===== config.mk =====
export PLATFORM = sky130hd
export DESIGN_NAME = gbfp_result
export DESIGN_NICKNAME = d
export VERILOG_FILES = /design/src/rtl/gnss_binary_frame_parser_core_defines.svh /design/src/rtl/gbfp_pkg.sv /design/src/rtl/gbfp_result.sv
export SDC_FILE = /design/constraint.sdc
export NUM_CORES = 1
export LEC_CHECK = 0
export ABC_CLOCK_PERIOD_IN_PS = 2300
export BUFFER_PORTS_ARGS = -buffer_cell sky130_fd_sc_hd__buf_2
export CAP_MARGIN = 0
export CORE_AREA = 2 2 189 191
export CTS_CLUSTER_SIZE = 28
export DETAILED_ROUTE_END_ITERATION = 12
export DIE_AREA = 0 0 191 193
export HOLD_SLACK_MARGIN = 0.1
export PLACE_DENSITY = 0.39
export SYNTH_ARGS = -nofsm -noshare
export SYNTH_HDL_FRONTEND = slang
export SYNTH_SLANG_ARGS = --single-unit
export TNS_END_PERCENT = 1

===== constraint.sdc =====
create_clock -name clk_i -period 2.3 [get_ports clk_i]
set_clock_uncertainty 0.05 [all_clocks]
set_input_delay 0 -clock clk_i [delete_from_list [all_inputs] [get_ports clk_i]]
set_output_delay 0 -clock clk_i [all_outputs]
set_load 0.1 [all_outputs]

===== src/rtl/gnss_binary_frame_parser_core_defines.svh =====
// Assertion macros shared by the parser core.
// Each check runs on clk_i and is disabled while rst_ni is low.
`ifndef GNSS_BINARY_FRAME_PARSER_CORE_DEFINES_SVH
`define GNSS_BINARY_FRAME_PARSER_CORE_DEFINES_SVH

// Same-cycle implication.
`define GBFP_ASSERT_NOW(lbl, ante, cons) \
  lbl: assert property (@(posedge clk_i) disable iff (!rst_ni) (ante) |-> (cons)) \
    else $error("gbfp: same-cycle check failed");

// Next-cycle implication.
`define GBFP_ASSERT_NEXT(lbl, ante, cons) \
  lbl: assert property (@(posedge clk_i) disable iff (!rst_ni) (ante) |=> (cons)) \
    else $error("gbfp: next-cycle check failed");

`endif


===== src/rtl/gbfp_pkg.sv =====
package gbfp_pkg;

  localparam int unsigned MaxPayload  = 100;
  localparam int unsigned CounterBits = 16;
  localparam int unsigned CountOutW   = 16;
  localparam int unsigned ShadowDepth = 24;

  localparam logic [7:0]  SyncOne = 8'hB5;
  localparam logic [7:0]  SyncTwo = 8'h62;
  localparam logic [15:0] TypePv  = 16'h0107;
  localparam logic [15:0] TypeDop = 16'h0104;
  localparam int unsigned FixBit  = 0;

  // Shadow slots of the fields that get decoded.
  localparam int unsigned SlotHdop   = 0;
  localparam int unsigned SlotFlags  = 2;
  localparam int unsigned SlotSats   = 3;
  localparam int unsigned SlotLon    = 4;
  localparam int unsigned SlotLat    = 8;
  localparam int unsigned SlotAlt    = 12;
  localparam int unsigned SlotSpeed  = 16;
  localparam int unsigned SlotCourse = 20;

  // Reciprocals for exact truncating division of a magnitude up to 2^31:
  // q = (x * Recip) >> Shift.
  localparam logic [31:0] Recip10    = 32'd3435973837;
  localparam int unsigned Shift10    = 35;
  localparam logic [31:0] Recip100   = 32'd2748779070;
  localparam int unsigned Shift100   = 38;
  localparam logic [31:0] Recip10k   = 32'd3518437209;
  localparam int unsigned Shift10k   = 45;

  localparam int unsigned PosW    = 64 - Shift10;
  localparam int unsigned SpeedW  = 64 - Shift100;
  localparam int unsigned AltW    = 64 - Shift100;
  localparam int unsigned CourseW = 64 - Shift10k;

  typedef logic [ShadowDepth-1:0][7:0] shadow_t;

  typedef enum logic [11:0] {
    StHunt    = 12'b0000_0000_0001,
    StSync2   = 12'b0000_0000_0010,
    StClass   = 12'b0000_0000_0100,
    StId      = 12'b0000_0000_1000,
    StLenLo   = 12'b0000_0001_0000,
    StLenHi   = 12'b0000_0010_0000,
    StPayload = 12'b0000_0100_0000,
    StCkA     = 12'b0000_1000_0000,
    StCkB     = 12'b0001_0000_0000,
    StSkip    = 12'b0010_0000_0000,
    StSkipCkA = 12'b0100_0000_0000,
    StSkipCkB = 12'b1000_0000_0000
  } parse_state_e;

  typedef struct packed {
    logic flag;
    logic upd_pv;
    logic upd_dop;
  } frame_evt_t;

  typedef struct packed {
    logic signed [SpeedW-1:0]  speed;
    logic signed [CourseW-1:0] course;
    logic signed [PosW-1:0]    lon;
    logic signed [PosW-1:0]    lat;
    logic signed [AltW-1:0]    alt;
  } quot_t;

  // Shadow slot for a payload offset: {hit, slot}.
  function automatic logic [5:0] shadow_slot(logic [15:0] pos);
    logic [4:0] slot;
    logic       hit;
    hit  = 1'b1;
    slot = '0;
    priority if (pos == 16'd12 || pos == 16'd13) begin
      slot = 5'(pos - 16'd12);
    end else if (pos == 16'd21) begin
      slot = 5'(SlotFlags);
    end else if (pos == 16'd23) begin
      slot = 5'(SlotSats);
    end else if (pos >= 16'd24 && pos <= 16'd31) begin
      slot = 5'(pos - 16'd20);
    end else if (pos >= 16'd36 && pos <= 16'd39) begin
      slot = 5'(pos - 16'd24);
    end else if (pos >= 16'd60 && pos <= 16'd67) begin
      slot = 5'(pos - 16'd44);
    end else begin
      hit = 1'b0;
    end
    return {hit, slot};
  endfunction

endpackage


===== src/rtl/gbfp_result.sv =====
module gbfp_result (
  input  logic                 clk_i,
  input  logic                 rst_ni,
  input  logic                 beat_i,
  input  logic                 out_stall_i,
  input  gbfp_pkg::frame_evt_t evt_i,
  input  gbfp_pkg::shadow_t    shadow_i,
  input  gbfp_pkg::quot_t      quot_i,
  output logic                 out_valid_o,
  output logic                 frame_flag_o,
  output logic                 fix_valid_o,
  output logic [7:0]           sat_count_o,
  output logic signed [gbfp_pkg::SpeedW-1:0]  ground_speed_o,
  output logic signed [gbfp_pkg::CourseW-1:0] course_o,
  output logic signed [gbfp_pkg::PosW-1:0]    longitude_o,
  output logic signed [gbfp_pkg::PosW-1:0]    latitude_o,
  output logic signed [gbfp_pkg::AltW-1:0]    altitude_o,
  output logic [15:0]          hdop_o
);

  logic valid_q, flag_q, fix_q;
  logic [7:0]  sat_q;
  logic [15:0] hdop_q;
  logic signed [gbfp_pkg::SpeedW-1:0]  speed_q;
  logic signed [gbfp_pkg::CourseW-1:0] course_q;
  logic signed [gbfp_pkg::PosW-1:0]    lon_q, lat_q;
  logic signed [gbfp_pkg::AltW-1:0]    alt_q;
  logic fix_new;

  assign fix_new = shadow_i[gbfp_pkg::SlotFlags][gbfp_pkg::FixBit];

  always_ff @(posedge clk_i or negedge rst_ni) begin
    if (!rst_ni) begin
      valid_q  <= 1'b0;
      flag_q   <= 1'b0;
      fix_q    <= 1'b0;
      sat_q    <= '0;
      speed_q  <= '0;
      course_q <= '0;
      lon_q    <= '0;
      lat_q    <= '0;
      alt_q    <= '0;
      hdop_q   <= '0;
    end else begin
      if (beat_i) begin
        valid_q <= 1'b1;
        flag_q  <= evt_i.flag;
      end else if (!out_stall_i) begin
        valid_q <= 1'b0;
      end
      if (beat_i && evt_i.upd_pv) begin
        fix_q    <= fix_new;
        sat_q    <= shadow_i[gbfp_pkg::SlotSats];
        speed_q  <= quot_i.speed;
        course_q <= quot_i.course;
        if (fix_new) begin
          lon_q <= quot_i.lon;
          lat_q <= quot_i.lat;
          alt_q <= quot_i.alt;
        end
      end
      if (beat_i && evt_i.upd_dop) begin
        hdop_q <= {shadow_i[gbfp_pkg::SlotHdop+1], shadow_i[gbfp_pkg::SlotHdop]};
      end
    end
  end

  assign out_valid_o    = valid_q;
  assign frame_flag_o   = flag_q;
  assign fix_valid_o    = fix_q;
  assign sat_count_o    = sat_q;
  assign ground_speed_o = speed_q;
  assign course_o       = course_q;
  assign longitude_o    = lon_q;
  assign latitude_o     = lat_q;
  assign altitude_o     = alt_q;
  assign hdop_o         = hdop_q;

endmodule


Word level (Yosys, flattened, before mapping) --
Cells that the tools add are included.
Cells by class: multiplexer cells 2, equality and inequality tests 1, reduce and logical (&&, ||, !) cells 3
Operators with widths (count):
- 1-bit logical AND | 2
- 1-bit two-way mux | 2
- 2-bit != test (second input constant) | 1
- 2-bit AND reduction | 1
Word-level totals: register bits 156, input bits 328, logic and storage cells 16

Depth between registers and ports, before layout --
depth after elaboration 2, mapped depth 4

Least setup slack after synthesis --
OpenSTA, ideal clock, no wires.
path kind flip-flop to flip-flop, start register, netlist name altitude_o[0], end register alt_q, in the netlist altitude_o[0], setup slack 0.990 ns, path buffers 0, clock period less this slack 1.310 ns, arrival 1.134 ns, cell stages (with the launch flop) 2, path through dfrtp_1 mux2_2
RTL lines:
- end signal: assignment | RTL line gbfp_result.sv:59 | alt_q <= quot_i.alt;
- end: declaration | RTL line gbfp_result.sv:27 | logic signed [gbfp_pkg::AltW-1:0] alt_q;

==> metrics.md <==
| Metric | Value |
|---|---|
| Global route overflow | 0 |
| YS warnings | 0 |
| DRT antenna net count | 0 |
| Reg2Reg Depth | 2 |
| Critical path peak fanout | 2 |
| Clock slew at reported path FFs | 0.07 ns |
| Tot GR Track Use | 0.0952 |
| Clk Tree Root Cell | clkbuf_16 |
| Number of remaining DRC errors | 0 |
| Setup-failing EPs final | 0 |
| CP required | 2.57 ns |
| Met1 Resource Use GR | 0.108 |
| Clock Path Buffers | 2 |
| Cells after Synth | 330 |
| Period utilization | 0.583 |
| Antenna violations before repair | 1 |
| R2r startpoint | frame_flag_o |
| Clock sink total | 156 |
| First-pass GRT wire length | 26.5 mm |
| Die Width | 191 um |
| Min-Delay Path Class | primary input to flip-flop |
| Most frequent cells in the layout | buf_2 (315), dlygate4sd3_1 (159), dfrtp_1 (156), mux2_2 (105), mux2_4 (49) |
| P_leak | 5.00 nW |
| Commonest non-fill, non-tap cell in the layout | buf_2 |
| PwrDens | 1100 nW/um^2 |
| Final Cell Area | 10300 sq um |
| Status | complete, no violations |
| CP Capture Type | flip-flop |
| Seq/Total Area, Yosys | 0.654 |
| Hold EP | hdop_o[12] |
| Post_cts resized | 0 |
| Worst Path Arrival | 1.61 ns |
| Routed wire length | 17.5 mm |
| Worst-Skew Late Latency | 0.42 ns |
| NumNets Final | 1142 |
| Core ar. | 35000 sq um |
| CTS tree | done |
| Slew HR | 0.558 |
| Worst Tran Pin Value | 0.662 ns |
| Clock H-tree levels | 4 |
| Routed WL per cell | 13.6 um |
| Busiest grt layer | met2 |
| Vias/cell | 3.53 |
| Max VDD drop | 0.000544 V |
| Final Hold Vio Count | 0 |
| CTS buffer count | 17 |
| DR vias | 4556 |
| Die area | 36900 sq um |
| Met3 Track Usage GR | 0.0340 |
| DR iter-0 viols | 78 |
| Hold Crit Depth | 3 |
| Yosys reg bits | 156 |
| Final GP Congestion | 0.671 |
| Number of port buffers | 316 |
| Area grow syn2layout | 72.4% |
| Post-Syn Nets | 658 |
| Critical path class | flip-flop to flip-flop |
| Worst r2r dst | frame_flag_o |
| Hold Crit Start | evt_i[0] |
| Post-DP HPWL | 12.0 mm |
| Fillers | 3579 |
| Post-synth cell types | 10 |
| Area of the mapped netlist | 5970 sq um |
| Pre-antenna DRT Iters | 4 |
| Setup TNS | 0 ns |
| Tmin final | 1.34 ns |
| Unrepaired setup endpoints after global routing | no |
| Vias in the first global route | 4858 |
| Pin count of the biggest net entering global routing | 86 |
| Post-CTS Setup Inserts | 0 |
| Grt met2 use | 0.163 |
| IO Pins | 484 |
| Initial Utilization | 0.171 |
| CTS Hold Buffers Added | 160 |
| Slew Limit Fails | 0 |
| Synth Area per Inst | 18.1 sq um |
| Dpl cell area | 8110 sq um |
| Fraction of layout cells with a size suffix above 1 | 0.618 |
| Crit start category | flip-flop |
| # Max-Cap Violations | 0 |
| Rows | 69 |
| R2R setup slack | 0.96 ns |
| Max Clock Freq | 746 MHz |
| Die Y | 193 um |
-- worst max-delay path by stage --
stage | slack (ns) | end | start
after global routing | 0.94 | frame_flag_o | frame_flag_o
after CTS | 0.95 | altitude_o[10] | altitude_o[10]
after floorplan | 0.99 | altitude_o[0] | altitude_o[0]
final | 0.96 | frame_flag_o | frame_flag_o
after global placement | 0.88 | course_o[17] | beat_i
after detailed placement | 0.91 | ground_speed_o[4] | beat_i
-- per-stage QoR --
stage,std cells,setup slack (ns),power (mW),util,hold WS (ns)
3_3_place_gp,1096,0.884,8.39,0.232,-0.142
4_1_cts,1288,0.954,11.5,0.294,0.139
3_5_place_dp,1096,0.908,8.40,0.232,-0.140
6_report,1289,0.960,11.3,0.294,0.168
5_1_grt,1288,0.936,11.8,0.294,0.184
2_1_floorplan,330,0.990,7.51,-,-0.346
-- logic make-up after synthesis --
kind of cell / count (synthesis) / share of synthesized area
buffers and inverters: 15 / 0.0182
muxes: 154 / 0.321
AOI/OAI and AO/OA: 2 / 0.00293
DFF: 156 / 0.654
and+or+nand+nor: 3 / 0.00377
-- power breakdown --
| part | switching [mW] | internal, mW | total, mW |
|---|---|---|---|
| Combinational | 4.06 | 1.06 | 5.12 |
| Clock | 1.26 | 1.51 | 2.77 |
| Sequential | 0.214 | 3.21 | 3.42 |
-- cells in the mapped netlist, drive strengths merged --
cell,n,area (sq um)
dfrtp,156,3900
mux2,154,1920
buf,15,109
nand2,2,12.5
a21bo,1,10.0
a21o,1,7.51
nand3,1,10.0
-- critical path, stage by stage (launching register included) --
cell           delay, ns
dfrtp_1             0.37
mux2_2              0.25
dlygate4sd3_1       0.55
-- state kept, by name (all words and copies together) (netlist names) --
register	count
latitude_o	29
longitude_o	29
altitude_o	26
ground_speed_o	26
course_o	19
hdop_o	16
sat_count_o	8
fix_valid_o	1
frame_flag_o	1
out_valid_o	1
-- metal layers --
metal / vias up / wire length [um]
met1: 2225 / 7200
met5: - / 0
met2: 175 / 8700
met3: 17 / 1320
li1: 2139 / -
met4: 0 / 289
-- cell type report --
class | count | area, sq um | share of cell area
diodes | 1 | 2.50 | 0.000243
clock buffers | 17 | 425 | 0.0413
clock inverters | 15 | 138 | 0.0134
flip-flops and latches | 156 | 3900 | 0.379
well taps | 461 | 577 | 0.0560
repair buffers | 480 | 3280 | 0.319
multi-input cells | 159 | 1970 | 0.191
(Power assumes the default switching activity.)
