**config.mk**
```make
export PLATFORM = sky130hd
export DESIGN_NAME = gbfp_parser
export DESIGN_NICKNAME = d
export VERILOG_FILES = /design/src/rtl/gnss_binary_frame_parser_core_defines.svh /design/src/rtl/gbfp_pkg.sv /design/src/rtl/gbfp_parser.sv
export SDC_FILE = /design/constraint.sdc
export NUM_CORES = 1
export LEC_CHECK = 0
export BUFFER_PORTS_ARGS = -buffer_cell sky130_fd_sc_hd__clkbuf_2
export CORE_ASPECT_RATIO = 1.75
export CORE_MARGIN = 8
export CORE_UTILIZATION = 40
export DETAILED_ROUTE_END_ITERATION = 16
export PLACE_DENSITY_LB_ADDON = 0.1
export SLEW_MARGIN = 20
export SYNTH_ARGS = -nofsm -noshare
export SYNTH_HDL_FRONTEND = slang
export SYNTH_SLANG_ARGS = --single-unit
```
**constraint.sdc**
```tcl
create_clock -name clk_i -period 5.7 [get_ports clk_i]
set_input_delay 0.855 -clock clk_i [delete_from_list [all_inputs] [get_ports clk_i]]
set_output_delay 0.855 -clock clk_i [all_outputs]
set_load 0.02 [all_outputs]
```
**src/rtl/gnss_binary_frame_parser_core_defines.svh**
```systemverilog
// Assertion macros shared by the parser core.
// Each check runs on clk_i and is disabled while rst_ni is low.
`ifndef GNSS_BINARY_FRAME_PARSER_CORE_DEFINES_SVH
`define GNSS_BINARY_FRAME_PARSER_CORE_DEFINES_SVH

// Same-cycle implication.
`define GBFP_ASSERT_NOW(lbl, ante, cons) \
  lbl: assert property (@(posedge clk_i) disable iff (!rst_ni) (ante) |-> (cons)) \
    else $error("gbfp: same-cycle check failed");

// Next-cycle implication.
`define GBFP_ASSERT_NEXT(lbl, ante, cons) \
  lbl: assert property (@(posedge clk_i) disable iff (!rst_ni) (ante) |=> (cons)) \
    else $error("gbfp: next-cycle check failed");

`endif

```
**src/rtl/gbfp_pkg.sv**
```systemverilog
package gbfp_pkg;

  localparam int unsigned MaxPayload  = 100;
  localparam int unsigned CounterBits = 16;
  localparam int unsigned CountOutW   = 16;
  localparam int unsigned ShadowDepth = 24;

  localparam logic [7:0]  SyncOne = 8'hB5;
  localparam logic [7:0]  SyncTwo = 8'h62;
  localparam logic [15:0] TypePv  = 16'h0107;
  localparam logic [15:0] TypeDop = 16'h0104;
  localparam int unsigned FixBit  = 0;

  // Shadow slots of the fields that get decoded.
  localparam int unsigned SlotHdop   = 0;
  localparam int unsigned SlotFlags  = 2;
  localparam int unsigned SlotSats   = 3;
  localparam int unsigned SlotLon    = 4;
  localparam int unsigned SlotLat    = 8;
  localparam int unsigned SlotAlt    = 12;
  localparam int unsigned SlotSpeed  = 16;
  localparam int unsigned SlotCourse = 20;

  // Reciprocals for exact truncating division of a magnitude up to 2^31:
  // q = (x * Recip) >> Shift.
  localparam logic [31:0] Recip10    = 32'd3435973837;
  localparam int unsigned Shift10    = 35;
  localparam logic [31:0] Recip100   = 32'd2748779070;
  localparam int unsigned Shift100   = 38;
  localparam logic [31:0] Recip10k   = 32'd3518437209;
  localparam int unsigned Shift10k   = 45;

  localparam int unsigned PosW    = 64 - Shift10;
  localparam int unsigned SpeedW  = 64 - Shift100;
  localparam int unsigned AltW    = 64 - Shift100;
  localparam int unsigned CourseW = 64 - Shift10k;

  typedef logic [ShadowDepth-1:0][7:0] shadow_t;

  typedef enum logic [11:0] {
    StHunt    = 12'b0000_0000_0001,
    StSync2   = 12'b0000_0000_0010,
    StClass   = 12'b0000_0000_0100,
    StId      = 12'b0000_0000_1000,
    StLenLo   = 12'b0000_0001_0000,
    StLenHi   = 12'b0000_0010_0000,
    StPayload = 12'b0000_0100_0000,
    StCkA     = 12'b0000_1000_0000,
    StCkB     = 12'b0001_0000_0000,
    StSkip    = 12'b0010_0000_0000,
    StSkipCkA = 12'b0100_0000_0000,
    StSkipCkB = 12'b1000_0000_0000
  } parse_state_e;

  typedef struct packed {
    logic flag;
    logic upd_pv;
    logic upd_dop;
  } frame_evt_t;

  typedef struct packed {
    logic signed [SpeedW-1:0]  speed;
    logic signed [CourseW-1:0] course;
    logic signed [PosW-1:0]    lon;
    logic signed [PosW-1:0]    lat;
    logic signed [AltW-1:0]    alt;
  } quot_t;

  // Shadow slot for a payload offset: {hit, slot}.
  function automatic logic [5:0] shadow_slot(logic [15:0] pos);
    logic [4:0] slot;
    logic       hit;
    hit  = 1'b1;
    slot = '0;
    priority if (pos == 16'd12 || pos == 16'd13) begin
      slot = 5'(pos - 16'd12);
    end else if (pos == 16'd21) begin
      slot = 5'(SlotFlags);
    end else if (pos == 16'd23) begin
      slot = 5'(SlotSats);
    end else if (pos >= 16'd24 && pos <= 16'd31) begin
      slot = 5'(pos - 16'd20);
    end else if (pos >= 16'd36 && pos <= 16'd39) begin
      slot = 5'(pos - 16'd24);
    end else if (pos >= 16'd60 && pos <= 16'd67) begin
      slot = 5'(pos - 16'd44);
    end else begin
      hit = 1'b0;
    end
    return {hit, slot};
  endfunction

endpackage

```
**src/rtl/gbfp_parser.sv**
```systemverilog
module gbfp_parser (
  input  logic                   clk_i,
  input  logic                   rst_ni,
  input  logic                   beat_i,
  input  logic [7:0]             rx_byte_i,
  output gbfp_pkg::shadow_t      shadow_o,
  output gbfp_pkg::frame_evt_t   evt_o,
  output logic [gbfp_pkg::CountOutW-1:0] error_count_o,
  output logic [gbfp_pkg::CountOutW-1:0] packet_count_o
);

  gbfp_pkg::parse_state_e state_q, state_d;
  logic [15:0] type_q, type_d;
  logic [15:0] len_q, len_d;
  logic [15:0] pos_q, pos_d;
  logic [7:0]  sum_a_q, sum_a_d;
  logic [7:0]  sum_b_q, sum_b_d;
  logic [gbfp_pkg::CounterBits-1:0] err_q, good_q;
  gbfp_pkg::shadow_t shadow_q;

  logic [7:0]  add_a, add_b;
  logic [15:0] pos_inc;
  logic [15:0] len_new;
  logic [5:0]  slot_info;
  logic        shadow_we;
  logic        err_inc;
  logic        good_inc;

  assign add_a     = sum_a_q + rx_byte_i;
  assign add_b     = sum_b_q + add_a;
  assign pos_inc   = pos_q + 16'd1;
  assign len_new   = {rx_byte_i, len_q[7:0]};
  assign slot_info = gbfp_pkg::shadow_slot(pos_q);

  always_comb begin
    state_d   = state_q;
    type_d    = type_q;
    len_d     = len_q;
    pos_d     = pos_q;
    sum_a_d   = sum_a_q;
    sum_b_d   = sum_b_q;
    shadow_we = 1'b0;
    err_inc   = 1'b0;
    good_inc  = 1'b0;
    evt_o     = '0;
    if (beat_i) begin
      unique case (state_q)
        gbfp_pkg::StSync2: begin
          state_d = (rx_byte_i == gbfp_pkg::SyncTwo) ? gbfp_pkg::StClass : gbfp_pkg::StHunt;
        end
        gbfp_pkg::StClass: begin
          sum_a_d = rx_byte_i;
          sum_b_d = rx_byte_i;
          type_d  = {rx_byte_i, 8'h00};
          state_d = gbfp_pkg::StId;
        end
        gbfp_pkg::StId: begin
          sum_a_d = add_a;
          sum_b_d = add_b;
          type_d  = {type_q[15:8], rx_byte_i};
          state_d = gbfp_pkg::StLenLo;
        end
        gbfp_pkg::StLenLo: begin
          sum_a_d = add_a;
          sum_b_d = add_b;
          len_d   = {8'h00, rx_byte_i};
          state_d = gbfp_pkg::StLenHi;
        end
        gbfp_pkg::StLenHi: begin
          sum_a_d = add_a;
          sum_b_d = add_b;
          len_d   = len_new;
          pos_d   = '0;
          if (len_new == 16'd0) begin
            state_d = gbfp_pkg::StCkA;
          end else if ((type_q != gbfp_pkg::TypePv && type_q != gbfp_pkg::TypeDop) ||
                       len_new > 16'(gbfp_pkg::MaxPayload)) begin
            state_d = gbfp_pkg::StSkip;
          end else begin
            state_d = gbfp_pkg::StPayload;
          end
        end
        gbfp_pkg::StPayload: begin
          sum_a_d   = add_a;
          sum_b_d   = add_b;
          shadow_we = slot_info[5];
          pos_d     = pos_inc;
          if (pos_inc >= len_q) begin
            state_d = gbfp_pkg::StCkA;
          end
        end
        gbfp_pkg::StCkA, gbfp_pkg::StSkipCkA: begin
          if (rx_byte_i == sum_a_q) begin
            state_d = (state_q == gbfp_pkg::StCkA) ? gbfp_pkg::StCkB : gbfp_pkg::StSkipCkB;
          end else begin
            err_inc = 1'b1;
            state_d = gbfp_pkg::StHunt;
          end
        end
        gbfp_pkg::StCkB, gbfp_pkg::StSkipCkB: begin
          if (rx_byte_i == sum_b_q) begin
            good_inc      = 1'b1;
            evt_o.flag    = 1'b1;
            evt_o.upd_pv  = (state_q == gbfp_pkg::StCkB) && (type_q == gbfp_pkg::TypePv);
            evt_o.upd_dop = (state_q == gbfp_pkg::StCkB) && (type_q == gbfp_pkg::TypeDop);
          end else begin
            err_inc = 1'b1;
          end
          state_d = gbfp_pkg::StHunt;
        end
        gbfp_pkg::StSkip: begin
          sum_a_d = add_a;
          sum_b_d = add_b;
          pos_d   = pos_inc;
          if (pos_inc >= len_q) begin
            state_d    = gbfp_pkg::StSkipCkA;
            evt_o.flag = 1'b1;
          end
        end
        default: begin
          state_d = (rx_byte_i == gbfp_pkg::SyncOne) ? gbfp_pkg::StSync2 : gbfp_pkg::StHunt;
        end
      endcase
    end
  end

  always_ff @(posedge clk_i or negedge rst_ni) begin
    if (!rst_ni) begin
      state_q  <= gbfp_pkg::StHunt;
      type_q   <= '0;
      len_q    <= '0;
      pos_q    <= '0;
      sum_a_q  <= '0;
      sum_b_q  <= '0;
      err_q    <= '0;
      good_q   <= '0;
      shadow_q <= '0;
    end else begin
      state_q <= state_d;
      type_q  <= type_d;
      len_q   <= len_d;
      pos_q   <= pos_d;
      sum_a_q <= sum_a_d;
      sum_b_q <= sum_b_d;
      if (err_inc) begin
        err_q <= err_q + gbfp_pkg::CounterBits'(1);
      end
      if (good_inc) begin
        good_q <= good_q + gbfp_pkg::CounterBits'(1);
      end
      if (shadow_we) begin
        shadow_q[slot_info[4:0]] <= rx_byte_i;
      end
    end
  end

  logic [31:0] err_ext, good_ext;
  assign err_ext        = 32'(err_q);
  assign good_ext       = 32'(good_q);
  assign error_count_o  = err_ext[gbfp_pkg::CountOutW-1:0];
  assign packet_count_o = good_ext[gbfp_pkg::CountOutW-1:0];
  assign shadow_o       = shadow_q;

endmodule

```
* Yosys cells after proc, flatten, opt, wreduce, memory -nomap -nowiden
Cells that the tools add are included.
** Operators by class
- Add/sub/neg operators :: 9
- $mul :: 0
- Div/mod/pow operators :: 0
- $lt $le $gt $ge :: 10
- Eq/ne operators :: 25
- Shifts and indexed selects :: 0
- Muxes and demuxes :: 43
- Bitwise operators :: 2
- Reduce and logical (&&, ||, !) cells :: 25
** Operators with widths (number)
- $bwmux 192 :: 1
- $pmux 12 s9 :: 1
- $pmux 16 s2 :: 3
- $add 16x1->16 const B :: 3
- $mux 12 :: 4
- $demux 8 s5 :: 1
- $eq 16x4->1 const B :: 2
- $eq 16x5->1 const B :: 2
- $eq 16x9->1 const B :: 2
- $ge 16x6->1 const B :: 2
- $ne 16x9->1 const B :: 2
- $pmux 8 s2 :: 2
- $mux 5 :: 6
- $mux 10 :: 2
- $add 8x8->8 :: 2
- $eq 8x8->1 :: 2
- $ge 16x16->1 :: 1
- $ge 16x5->1 const B :: 1
- $gt 16x7->1 const B :: 1
- $le 16x5->1 const B :: 1
- $le 16x6->1 const B :: 1
- $le 16x7->1 const B :: 1
- $logic_not 16->1 :: 1
- $mux 1 :: 15
- other kinds (30) :: 55
** Word-level totals
- Bits in registers :: 300
- Bits in latches :: 0
- Memory bits (writable) :: 0
- Memory bits (read-only) :: 0
- Input bits :: 11
- Output and inout port bits :: 227
- Word-level logic and storage cells :: 148
- Memories :: 0

* Logic depth before layout (Yosys ltp)
Gate-level depths: netlist of run 1.
- Word-level depth :: 13
- Mapped depth :: 15
- Depth with buffers taken out :: 14

* Worst setup path before layout of run 1
No wires, ideal clock.
- Path kind :: register to output
- From :: reg pos_q[3]
- To :: out evt_o[2] (netlist name)
- Data arrival time :: 3.053 ns
- Required time :: 4.845 ns
- Setup slack :: 1.792 ns
- Cell stages (with the launch flop) :: 14
- Path buffers :: 1
- Path through :: dfrtp_1 > ha_1 > and4_1 > and3_1 > and3_1 > clkbuf_1 > nand3_1 > xnor2_1 > ha_1 > nand4_1 > nor2_1 > o221a_2 > nor2_1 > o31ai_1
** RTL lines
- from (decl) :: line gbfp_parser.sv:15 : logic [15:0] pos_q, pos_d;
- from (signal assigned) :: line gbfp_parser.sv:142 : pos_q <= pos_d;
- to (decl) :: line gbfp_parser.sv:7 : output gbfp_pkg::frame_evt_t evt_o,

==> results.yml, run 1 <==
synthesis:
  synth_seq_cells: 300
  synthTopCellsByArea: "dfrtp_1 (52%), mux2_2 (14%), ha_1 (3.5%)"
  synth_top_family_by_area: "multiplexers"
  async_reset_ff_frac: 1.00
  muxShareOfSynthArea: 0.183
  synth_top_area_share: 0.523
  synth_most_common_cell: "dfrtp_1"
  synth_area_per_cell_um2: 12.0
  synth_edf_count: 0
  synthTopCellsByCount: "dfrtp_1 (299), mux2_2 (184), nand2_1 (87)"
  syn_nets: 1241
  yosys.area_share.adder: 0.0378
  yosysWarnings: 0
  synth_largest_area_cell: "dfrtp_1"
  ys_seq_area_frac: 0.525
  synth_compound_area_frac: 0.0569
  yosys.area_share.simple: 0.124
  synth_xor_area_frac: 0.0450
  synth_cells: 1188
  netlist_area_mm2: 0.0143
  synth_ff_type: "dfrtp_1"
  yosysUniqueCellTypes: 80
sta:
  tns_ns: 0
  relSlewSlack: 0.300
  rsz0062_at_grt: "no"
  worst_slew_pin_slew_ns: 1.05
  clock.fmax_mhz: 209
  setup_viol: 0
  hold_violations: 0
  drv_slew: 0
  finalWorstSetupSlack_ns: 0.918
  fin_crit_ns: 4.78
  min_period_over_period: 0.839
  finClkSkew_ns: 0.0170
  whs_ns: 0.247
worst_setup_path:
  r2r_cells: 9
  end_kind: "output pin"
  cpPeakStageDelay_ns: 0.65
  worst_setup_path_start_kind: "flip-flop"
  critical_path_buf_inv_count: 1
  cp.depth: 14
  critPathTopFamily: "simple AND/OR/NAND/NOR gates"
  required_ns: 4.85
  path_cells: "ha_1 -> and4_1 -> and3_1 -> and3_1 -> nand3_1 -> xnor2_1 -> ha_1 -> a21o_1 -> a21o_1 -> a21oi_1 -> o21ai_0 -> nor2_1 -> o31ai_1 -> clkbuf_2"
  cp_max_fo: 16
  crit_arrival_ns: 3.93
  critPathKind: "reg -> out"
  cp_slowest_cell: "dfrtp_1"
floorplan:
  std_cell_rows: 91
  die-width_um: 159
  io_pins: 238
  core_mm2: 0.0353
  start_util: 0.405
  die_y_um: 266
  dieArea_mm2: 0.0423
global_routing:
  grt_pass1_vias: 10500
  overflow: 0
  grt.total_usage: 0.187
  grt_max_degree: 124
  antenna_found_initial: 1
  grt_pass1_wl_um: 62700
run_status:
  status: "completed"
clock_tree:
  numCtsBuffers: 29
  cts_setup_buffers: 0
  clockBufferDepth: 3
  post_cts_resize_count: 0
  cts_tree: "done"
  htreeDepth: 1
  path_clk_slew_ns: 0.07
  root_buffer: "clkbuf_16"
  hold_buffers: 0
  clk_latency_ns: 0.56
  numClockSinks: 300
drt:
  finalWirelength_um: 40300
  ant_nets: 0
  drt-wirelength-per-cell_um: 21.3
  vias_per_cell: 5.27
  drt-initial-drc-count: 364
  first_pass_iters: 4
  drc: 0
  via_count: 9974
cells_and_area:
  drive_above_1_share: 0.369
  nets: 1459
  final_core_util: 0.478
  fillers: 3296
  syn2layout_area_growth_pct: 17.9
run:
  maxCapViolCount: 0
placement:
  place_congestion: 0.817
  place_ws_ns: 1.52
  dp_hpwl_um: 28500
  io_buffers: 237
power_and_ir_drop:
  cellPowerDensity_mw_per_mm2: 251
  cellLeakagePower_nw: 8.77
  max-vdd-ir-drop_mv: 0.235
min_path:
  holdCritPathClass: "in -> async"
placed cells by master (no fill, tap or decap), types with 4 or more instances in the layout:
cell type  count
nor3_1        13
clkbuf_2     236
a22o_1         8
buf_4         15
nand4b_1       5
clkbuf_1       9
dfrtp_1      299
nor2b_1        8
inv_1         34
nor4_1        14
and4_1         4
nand2b_1      11
nor2_1        53
mux2i_1       25
or4_1          4
clkbuf_8       6
nand3_1       39
a21oi_1       14
clkbuf_16     29
xor2_1        35
a21o_1         9
mux2_4         8
clkinv_2       5
ha_1          40
and3_1        17
nor2_2         7
and2_1         8
mux2_2       184
nand2_1       87
mux2_1        16
nor2_4         6
o31ai_1        6
o21ai_0       40
xnor2_1       36
nand4_1       22
power breakdown:
part,internal (mW),total [mW],switching (mW)
Sequential,2.14,2.15,0.0104
Combinational,0.0574,0.200,0.142
Clock,1.06,1.89,0.830
through the flow:
stage               cells  cell area, um^2  power [mW]
finish               1893            16900        4.24
global route         1892            16900        4.40
CTS                  1892            16900        4.32
detailed placement   1840            16000        2.39
global placement     1840            16000        2.39
floorplan            1188            14300        2.29
state kept, by name, indices dropped and copies added, names as in the netlist:
name and count:
type_q 16, sum_b_q 8, pos_q 16, shadow_o 192, sum_a_q 8, error_count_o 16, len_q 16, state_q 12
packet_count_o 16
final cells by class:
cell class                      instances  area (um^2)  share of cell area
Antenna cell                            1         2.50            0.000148
Multi-Input combinational cell        788         6410               0.380
Sequential cell                       300         7510               0.445
Clock buffer                           44          842              0.0499
Inverter                               34          128             0.00757
Tap cell                              465          582              0.0345
Clock inverter                          8         71.3             0.00423
Timing Repair Buffer                  253         1330              0.0788
worst reg2reg max path, stage by stage, from the launching register on:
cell     delay [ns]
dfrtp_1        0.49
inv_1          0.26
ha_1           0.30
or4bb_1        0.52
a21oi_2        0.30
o31ai_1        0.16
o31ai_2        0.33
nor4b_2        0.37
nor2b_1        0.70
mux2_2         0.43
cells by family after synthesis:
group                    Yosys count
adder cells (fa/ha/maj)           42
buffers and inverters            100
XOR/XNOR                          72
AO/OA/AOI/OAI                    116
AND/OR/NAND/NOR                  325
multiplexers                     233
flip-flops                       300
worst paths after layout:
| path | slack, ns | startpoint | to |
|---|---|---|---|
| min | 0.25 | rst_ni | packet_count_o[13]$_DFFE_PN0P_ |
| min in group clk_i | 0.47 | error_count_o[15]$_DFFE_PN0P_ | error_count_o[15]$_DFFE_PN0P_ |
| max | 0.92 | pos_q[4]$_DFFE_PN0P_ | evt_o[2] |
| max in group asynchronous | 4.29 | rst_ni | shadow_o[110]$_DFFE_PN0P_ |
| max reg2reg | 1.72 | pos_q[2]$_DFFE_PN0P_ | shadow_o[80]$_DFFE_PN0P_ |
| min reg2reg | 0.47 | error_count_o[15]$_DFFE_PN0P_ | error_count_o[15]$_DFFE_PN0P_ |
layer usage:
| layer | share of wire | global-route usage | vias up |
|---|---|---|---|
| met1 | 0.38 | 0.206 | 5086 |
| met4 | 0.024 | 0.0555 | 0 |
| met5 | 0 | 0 | - |
| li1 | - | - | 4634 |
| met2 | 0.55 | 0.356 | 204 |
| met3 | 0.046 | 0.0357 | 50 |
Power figures use the tool's default switching activity.
==> inputs of run 2 (changes only) <==
==> constraint.sdc (replaced) <==
create_clock -name clk_i -period 4.95 [get_ports clk_i]
set_input_delay 0.7425 -clock clk_i [delete_from_list [all_inputs] [get_ports clk_i]]
set_output_delay 0.7425 -clock clk_i [all_outputs]
set_load 0.02 [all_outputs]
==> results.yml, run 2 (same netlist as run 1, synthesis figures left out) <==
sta:
  rsz0062_at_grt: "no"
  min_period_over_period: 0.924
  clock.fmax_mhz: 219
  hold_violations: 0
  setup_viol: 0
  finClkSkew_ns: 0.0213
  drv_slew: 0
  tns_ns: 0
  relSlewSlack: 0.426
  worst_slew_pin_slew_ns: 0.860
  fin_crit_ns: 4.57
worst_setup_path:
  critPathTopFamily: "simple AND/OR/NAND/NOR gates"
  r2r_start: "pos_q[2]$_DFFE_PN0P_"
  cpMostUsedCell: "nor2_1"
  worst_setup_path_start_kind: "flip-flop"
  r2r_slack_ns: 1.01
  crit_arrival_ns: 3.83
  r2r_cells: 9
  cp.depth: 13
  r2r-end: "shadow_o[83]$_DFFE_PN0P_"
  critPathKind: "reg -> out"
  critical_path_buf_inv_count: 1
  path_cells: "ha_1 -> nand2_1 -> nor2_1 -> and3_1 -> and3_1 -> xor2_1 -> ha_1 -> nand4_1 -> nor2_1 -> o221a_2 -> nor2_1 -> o31ai_1 -> clkbuf_2"
  cp_max_fo: 10
  end_kind: "output pin"
  cp_slowest_cell: "dfrtp_1"
  required_ns: 4.21
  cpPeakStageDelay_ns: 0.53
clock_tree:
  htreeDepth: 1
  post_cts_resize_count: 0
  clockBufferDepth: 3
  cts_tree: "done"
  cts_setup_buffers: 0
  clk_latency_ns: 0.56
  path_clk_slew_ns: 0.06
  hold_buffers: 0
  numClockSinks: 300
  numCtsBuffers: 29
  root_buffer: "clkbuf_16"
placement:
  io_buffers: 237
  dp_hpwl_um: 28700
  placed_area_mm2: 0.0160
  place_congestion: 0.861
  placed_cells: 1840
drt:
  via_count: 9936
  drt-initial-drc-count: 378
  drc: 0
  finalWirelength_um: 39700
  first_pass_iters: 5
  vias_per_cell: 5.25
  ant_nets: 0
  drt-wirelength-per-cell_um: 21.0
cells_and_area:
  drive_above_1_share: 0.373
  largest_register_ffs: 192
  nets: 1459
  fillers: 3302
  syn2layout_area_growth_pct: 18.3
  final_core_util: 0.480
  final_cells: 1893
  layout_commonest_cell: "dfrtp_1"
  design_area_mm2: 0.0169
  most-common-layout-cells: "dfrtp_1 (298), clkbuf_2 (236), mux2_2 (184)"
global_routing:
  grt_pass1_vias: 10500
  grt_pass1_wl_um: 62300
  grt_max_degree: 117
  antenna_found_initial: 2
  grt.total_usage: 0.185
  overflow: 0
run:
  maxCapViolCount: 0
power_and_ir_drop:
  cellPowerDensity_mw_per_mm2: 292
  total_power_mw: 4.94
  max-vdd-ir-drop_mv: 0.249
  cellLeakagePower_nw: 8.79
floorplan:
  start_util: 0.405
  std_cell_rows: 91
  die_y_um: 266
  dieArea_mm2: 0.0423
  die-width_um: 159
  io_pins: 238
  core_mm2: 0.0353
run_status:
  status: "completed"
min_path:
  holdCritPathClass: "in -> async"
## run 2: cell count changes in the layout (fill, tap and decap cells not counted), moves of 2 or more
cell | before | now
clkbuf_1 | 9 | 4
clkbuf_8 | 6 | 3
bufinv_16 | 1 | 3
clkinv_2 | 5 | 7
clkinvlp_4 | 1 | 3
## run 2: worst max path at each step
stage,startpoint,slack [ns],endpoint
2_1_floorplan,pos_q[3]$_DFFE_PN0P_,1.15,evt_o[2]
3_3_place_gp,pos_q[4]$_DFFE_PN0P_,0.89,evt_o[2]
3_5_place_dp,pos_q[4]$_DFFE_PN0P_,0.88,evt_o[2]
4_1_cts,pos_q[4]$_DFFE_PN0P_,0.27,evt_o[2]
5_1_grt,pos_q[0]$_DFFE_PN0P_,0.05,evt_o[2]
6_report,pos_q[0]$_DFFE_PN0P_,0.38,evt_o[2]
## run 2: layout make-up
class	count	area, um^2	share of cell area
Tap cell	465	582	0.0344
Antenna cell	2	5.00	0.000296
Timing Repair Buffer	253	1340	0.0792
Inverter	34	128	0.00754
Sequential cell	300	7510	0.444
Clock buffer	36	782	0.0462
Multi-Input combinational cell	788	6410	0.379
Clock inverter	15	165	0.00976
## run 2: power breakdown
part / switching [mW] / leakage [nW] / internal (mW)
clock network: 0.965 / 0.463 / 1.28
logic: 0.162 / 4.16 / 0.0672
registers: 0.0119 / 4.17 / 2.46
total: 1.14 / 8.79 / 3.81
## run 2: per-stage QoR
| step | worst slack (ns) | hold slack (ns) |
|---|---|---|
| floorplan | 1.15 | 0.438 |
| global placement | 0.894 | 0.460 |
| detailed placement | 0.881 | 0.465 |
| CTS | 0.275 | 0.198 |
| global route | 0.0453 | 0.223 |
| finish | 0.376 | 0.167 |
## run 2: routing by layer
| metal | vias to the layer above | part of all wire | track usage |
|---|---|---|---|
| li1 | 4635 | - | - |
| met1 | 5028 | 0.38 | 0.201 |
| met2 | 215 | 0.54 | 0.348 |
| met3 | 58 | 0.048 | 0.0376 |
| met4 | 0 | 0.029 | 0.0640 |
| met5 | - | 0 | 0 |
==> inputs of run 3 (changes only) <==
--- a/config.mk
+++ b/config.mk
@@ -10,6 +10,7 @@
 export CORE_MARGIN = 8
 export CORE_UTILIZATION = 40
 export DETAILED_ROUTE_END_ITERATION = 16
+export MAX_ROUTING_LAYER = met4
 export PLACE_DENSITY_LB_ADDON = 0.1
 export SLEW_MARGIN = 20
 export SYNTH_ARGS = -nofsm -noshare
==> constraint.sdc (replaced) <==
create_clock -name clk_i -period 4.7 [get_ports clk_i]
set_input_delay 0.705 -clock clk_i [delete_from_list [all_inputs] [get_ports clk_i]]
set_output_delay 0.705 -clock clk_i [all_outputs]
set_load 0.02 [all_outputs]
==> results.yml, run 3 (same netlist as run 1, synthesis figures left out) <==
run_status:
  status: "completed"
sta:
  tns_ns: 0
  fin_crit_ns: 4.38
  min_period_over_period: 0.932
  setup_viol: 0
  drv_slew: 0
  worst_slew_pin_slew_ns: 0.806
  relSlewSlack: 0.457
  rsz0062_at_grt: "no"
  hold_violations: 0
  clock.fmax_mhz: 228
  finClkSkew_ns: 0.0113
global_routing:
  grt_max_degree: 115
  grt_pass1_wl_um: 64200
  antenna_found_initial: 1
  overflow: 0
  grt.total_usage: 0.197
  grt_pass1_vias: 10700
clock_tree:
  root_buffer: "clkbuf_16"
  cts_setup_buffers: 0
  cts_tree: "done"
  clockBufferDepth: 3
  path_clk_slew_ns: 0.07
  numCtsBuffers: 29
  htreeDepth: 1
  hold_buffers: 0
  post_cts_resize_count: 0
  numClockSinks: 300
  clk_latency_ns: 0.56
drt:
  drt-initial-drc-count: 399
  finalWirelength_um: 40500
  drc: 0
  ant_nets: 0
  via_count: 9921
  vias_per_cell: 5.23
  first_pass_iters: 6
  drt-wirelength-per-cell_um: 21.3
min_path:
  holdCritPathClass: "in -> async"
worst_setup_path:
  crit_start: "pos_q[3]$_DFFE_PN0P_"
  critPathKind: "reg -> out"
  path_cells: "ha_1 -> and4_1 -> and3_1 -> and3_2 -> nand3_1 -> xnor2_1 -> ha_1 -> nand4_1 -> nor2_1 -> o221a_2 -> nor2_1 -> o31ai_1 -> clkbuf_2"
  crit_arrival_ns: 3.68
  required_ns: 3.99
  cpPeakStageDelay_ns: 0.47
  worst_setup_path_start_kind: "flip-flop"
  r2r_start: "pos_q[2]$_DFFE_PN0P_"
  cp_max_fo: 8
  cp_slowest_cell: "dfrtp_2"
  end_kind: "output pin"
cells_and_area:
  drive_above_1_share: 0.377
  nets: 1462
  largest_register_ffs: 192
  syn2layout_area_growth_pct: 18.9
  most-common-layout-cells: "dfrtp_1 (297), clkbuf_2 (236), mux2_2 (184)"
  layout_commonest_cell: "dfrtp_1"
power_and_ir_drop:
  pwr-share-clk: 0.463
  seq_power_share: 0.491
  cellPowerDensity_mw_per_mm2: 312
  total_power_mw: 5.31
  comb_power_share: 0.046
  internal_power_mw: 4.09
  p_sw_frac: 0.229
  p_switching_mw: 1.22
  cellLeakagePower_nw: 8.83
  max-vdd-ir-drop_mv: 0.325
floorplan:
  dieArea_mm2: 0.0423
  die-width_um: 159
  io_pins: 238
  die_y_um: 266
  start_util: 0.405
  core_mm2: 0.0353
  std_cell_rows: 91
placement:
  io_buffers: 237
  place_congestion: 0.892
  dp_hpwl_um: 29000
run:
  maxCapViolCount: 0
## run 3: changes by cell type in the layout (fill, tap and decap cells not counted), sizes merged
| cell | previous run | this run |
|---|---|---|
| buf | 17 | 20 |
| clkbuf | 272 | 276 |
| clkinv | 8 | 5 |
| clkinvlp | 3 | 2 |
| diode | 2 | 1 |
| inv | 35 | 37 |
## run 3: critical path: cells and delay by family, from the launching register on
| kind | cells | cell delay (ns) |
|---|---|---|
| AND/OR/NAND/NOR | 7 | 1.29 |
| AO/OA/AOI/OAI | 2 | 0.50 |
| flip-flops | 1 | 0.47 |
| adder cells (fa/ha/maj) | 2 | 0.47 |
| buffers and inverters | 1 | 0.23 |
| XOR/XNOR | 1 | 0.16 |
## run 3: metrics by stage
| stage | setup slack, ns | instance area [um^2] | hold slack (ns) | util | cells |
|---|---|---|---|---|---|
| after floorplan | 0.942 | 14300 | 0.409 | - | 1188 |
| after global placement | 0.796 | 16000 | 0.455 | 0.453 | 1843 |
| after detailed placement | 0.760 | 16000 | 0.458 | 0.453 | 1843 |
| after CTS | 0.151 | 17000 | 0.123 | 0.481 | 1896 |
| after global routing | 0.0422 | 17000 | 0.132 | 0.482 | 1897 |
| final | 0.319 | 17000 | 0.0926 | 0.482 | 1897 |
## run 3: power groups by stage
stage / clock (mW) / combinational [mW] / sequential (mW)
floorplan: 0 / 0.120 / 2.65
global placement: 0 / 0.250 / 2.65
finish: 2.46 / 0.245 / 2.61
global route: 2.62 / 0.277 / 2.61
CTS: 2.54 / 0.255 / 2.61
detailed placement: 0 / 0.254 / 2.65
## run 3: final timing paths
check	cells past startpoint	slack, ns	end
hold reg to reg	1	0.47	error_count_o[15]$_DFFE_PN0P_
setup / recovery	13	0.32	evt_o[2]
hold / removal	1	0.09	packet_count_o[13]$_DFFE_PN0P_
min in group clk_i	1	0.47	error_count_o[15]$_DFFE_PN0P_
max in group asynchronous	2	3.53	sum_a_q[3]$_DFFE_PN0P_
setup reg to reg	9	0.83	shadow_o[185]$_DFFE_PN0P_
## run 3: area by class of cell
class                           count  area [um^2]
Sequential cell                   300         7510
Antenna cell                        1         2.50
Clock buffer                       40          847
Multi-Input combinational cell    788         6420
Timing Repair Buffer              256         1360
Fill cell                        3260        18300
Clock inverter                     13          156
Inverter                           34          128
Tap cell                          465          582
## run 3: routing by layer
metal	part of all wire	wire, um	GRT usage	up-vias
met5	0	0	-	-
met4	0.034	1370	0.0706	0
met3	0.044	1770	0.0337	68
met2	0.54	21800	0.362	213
met1	0.38	15600	0.210	4982
li1	-	-	-	4658
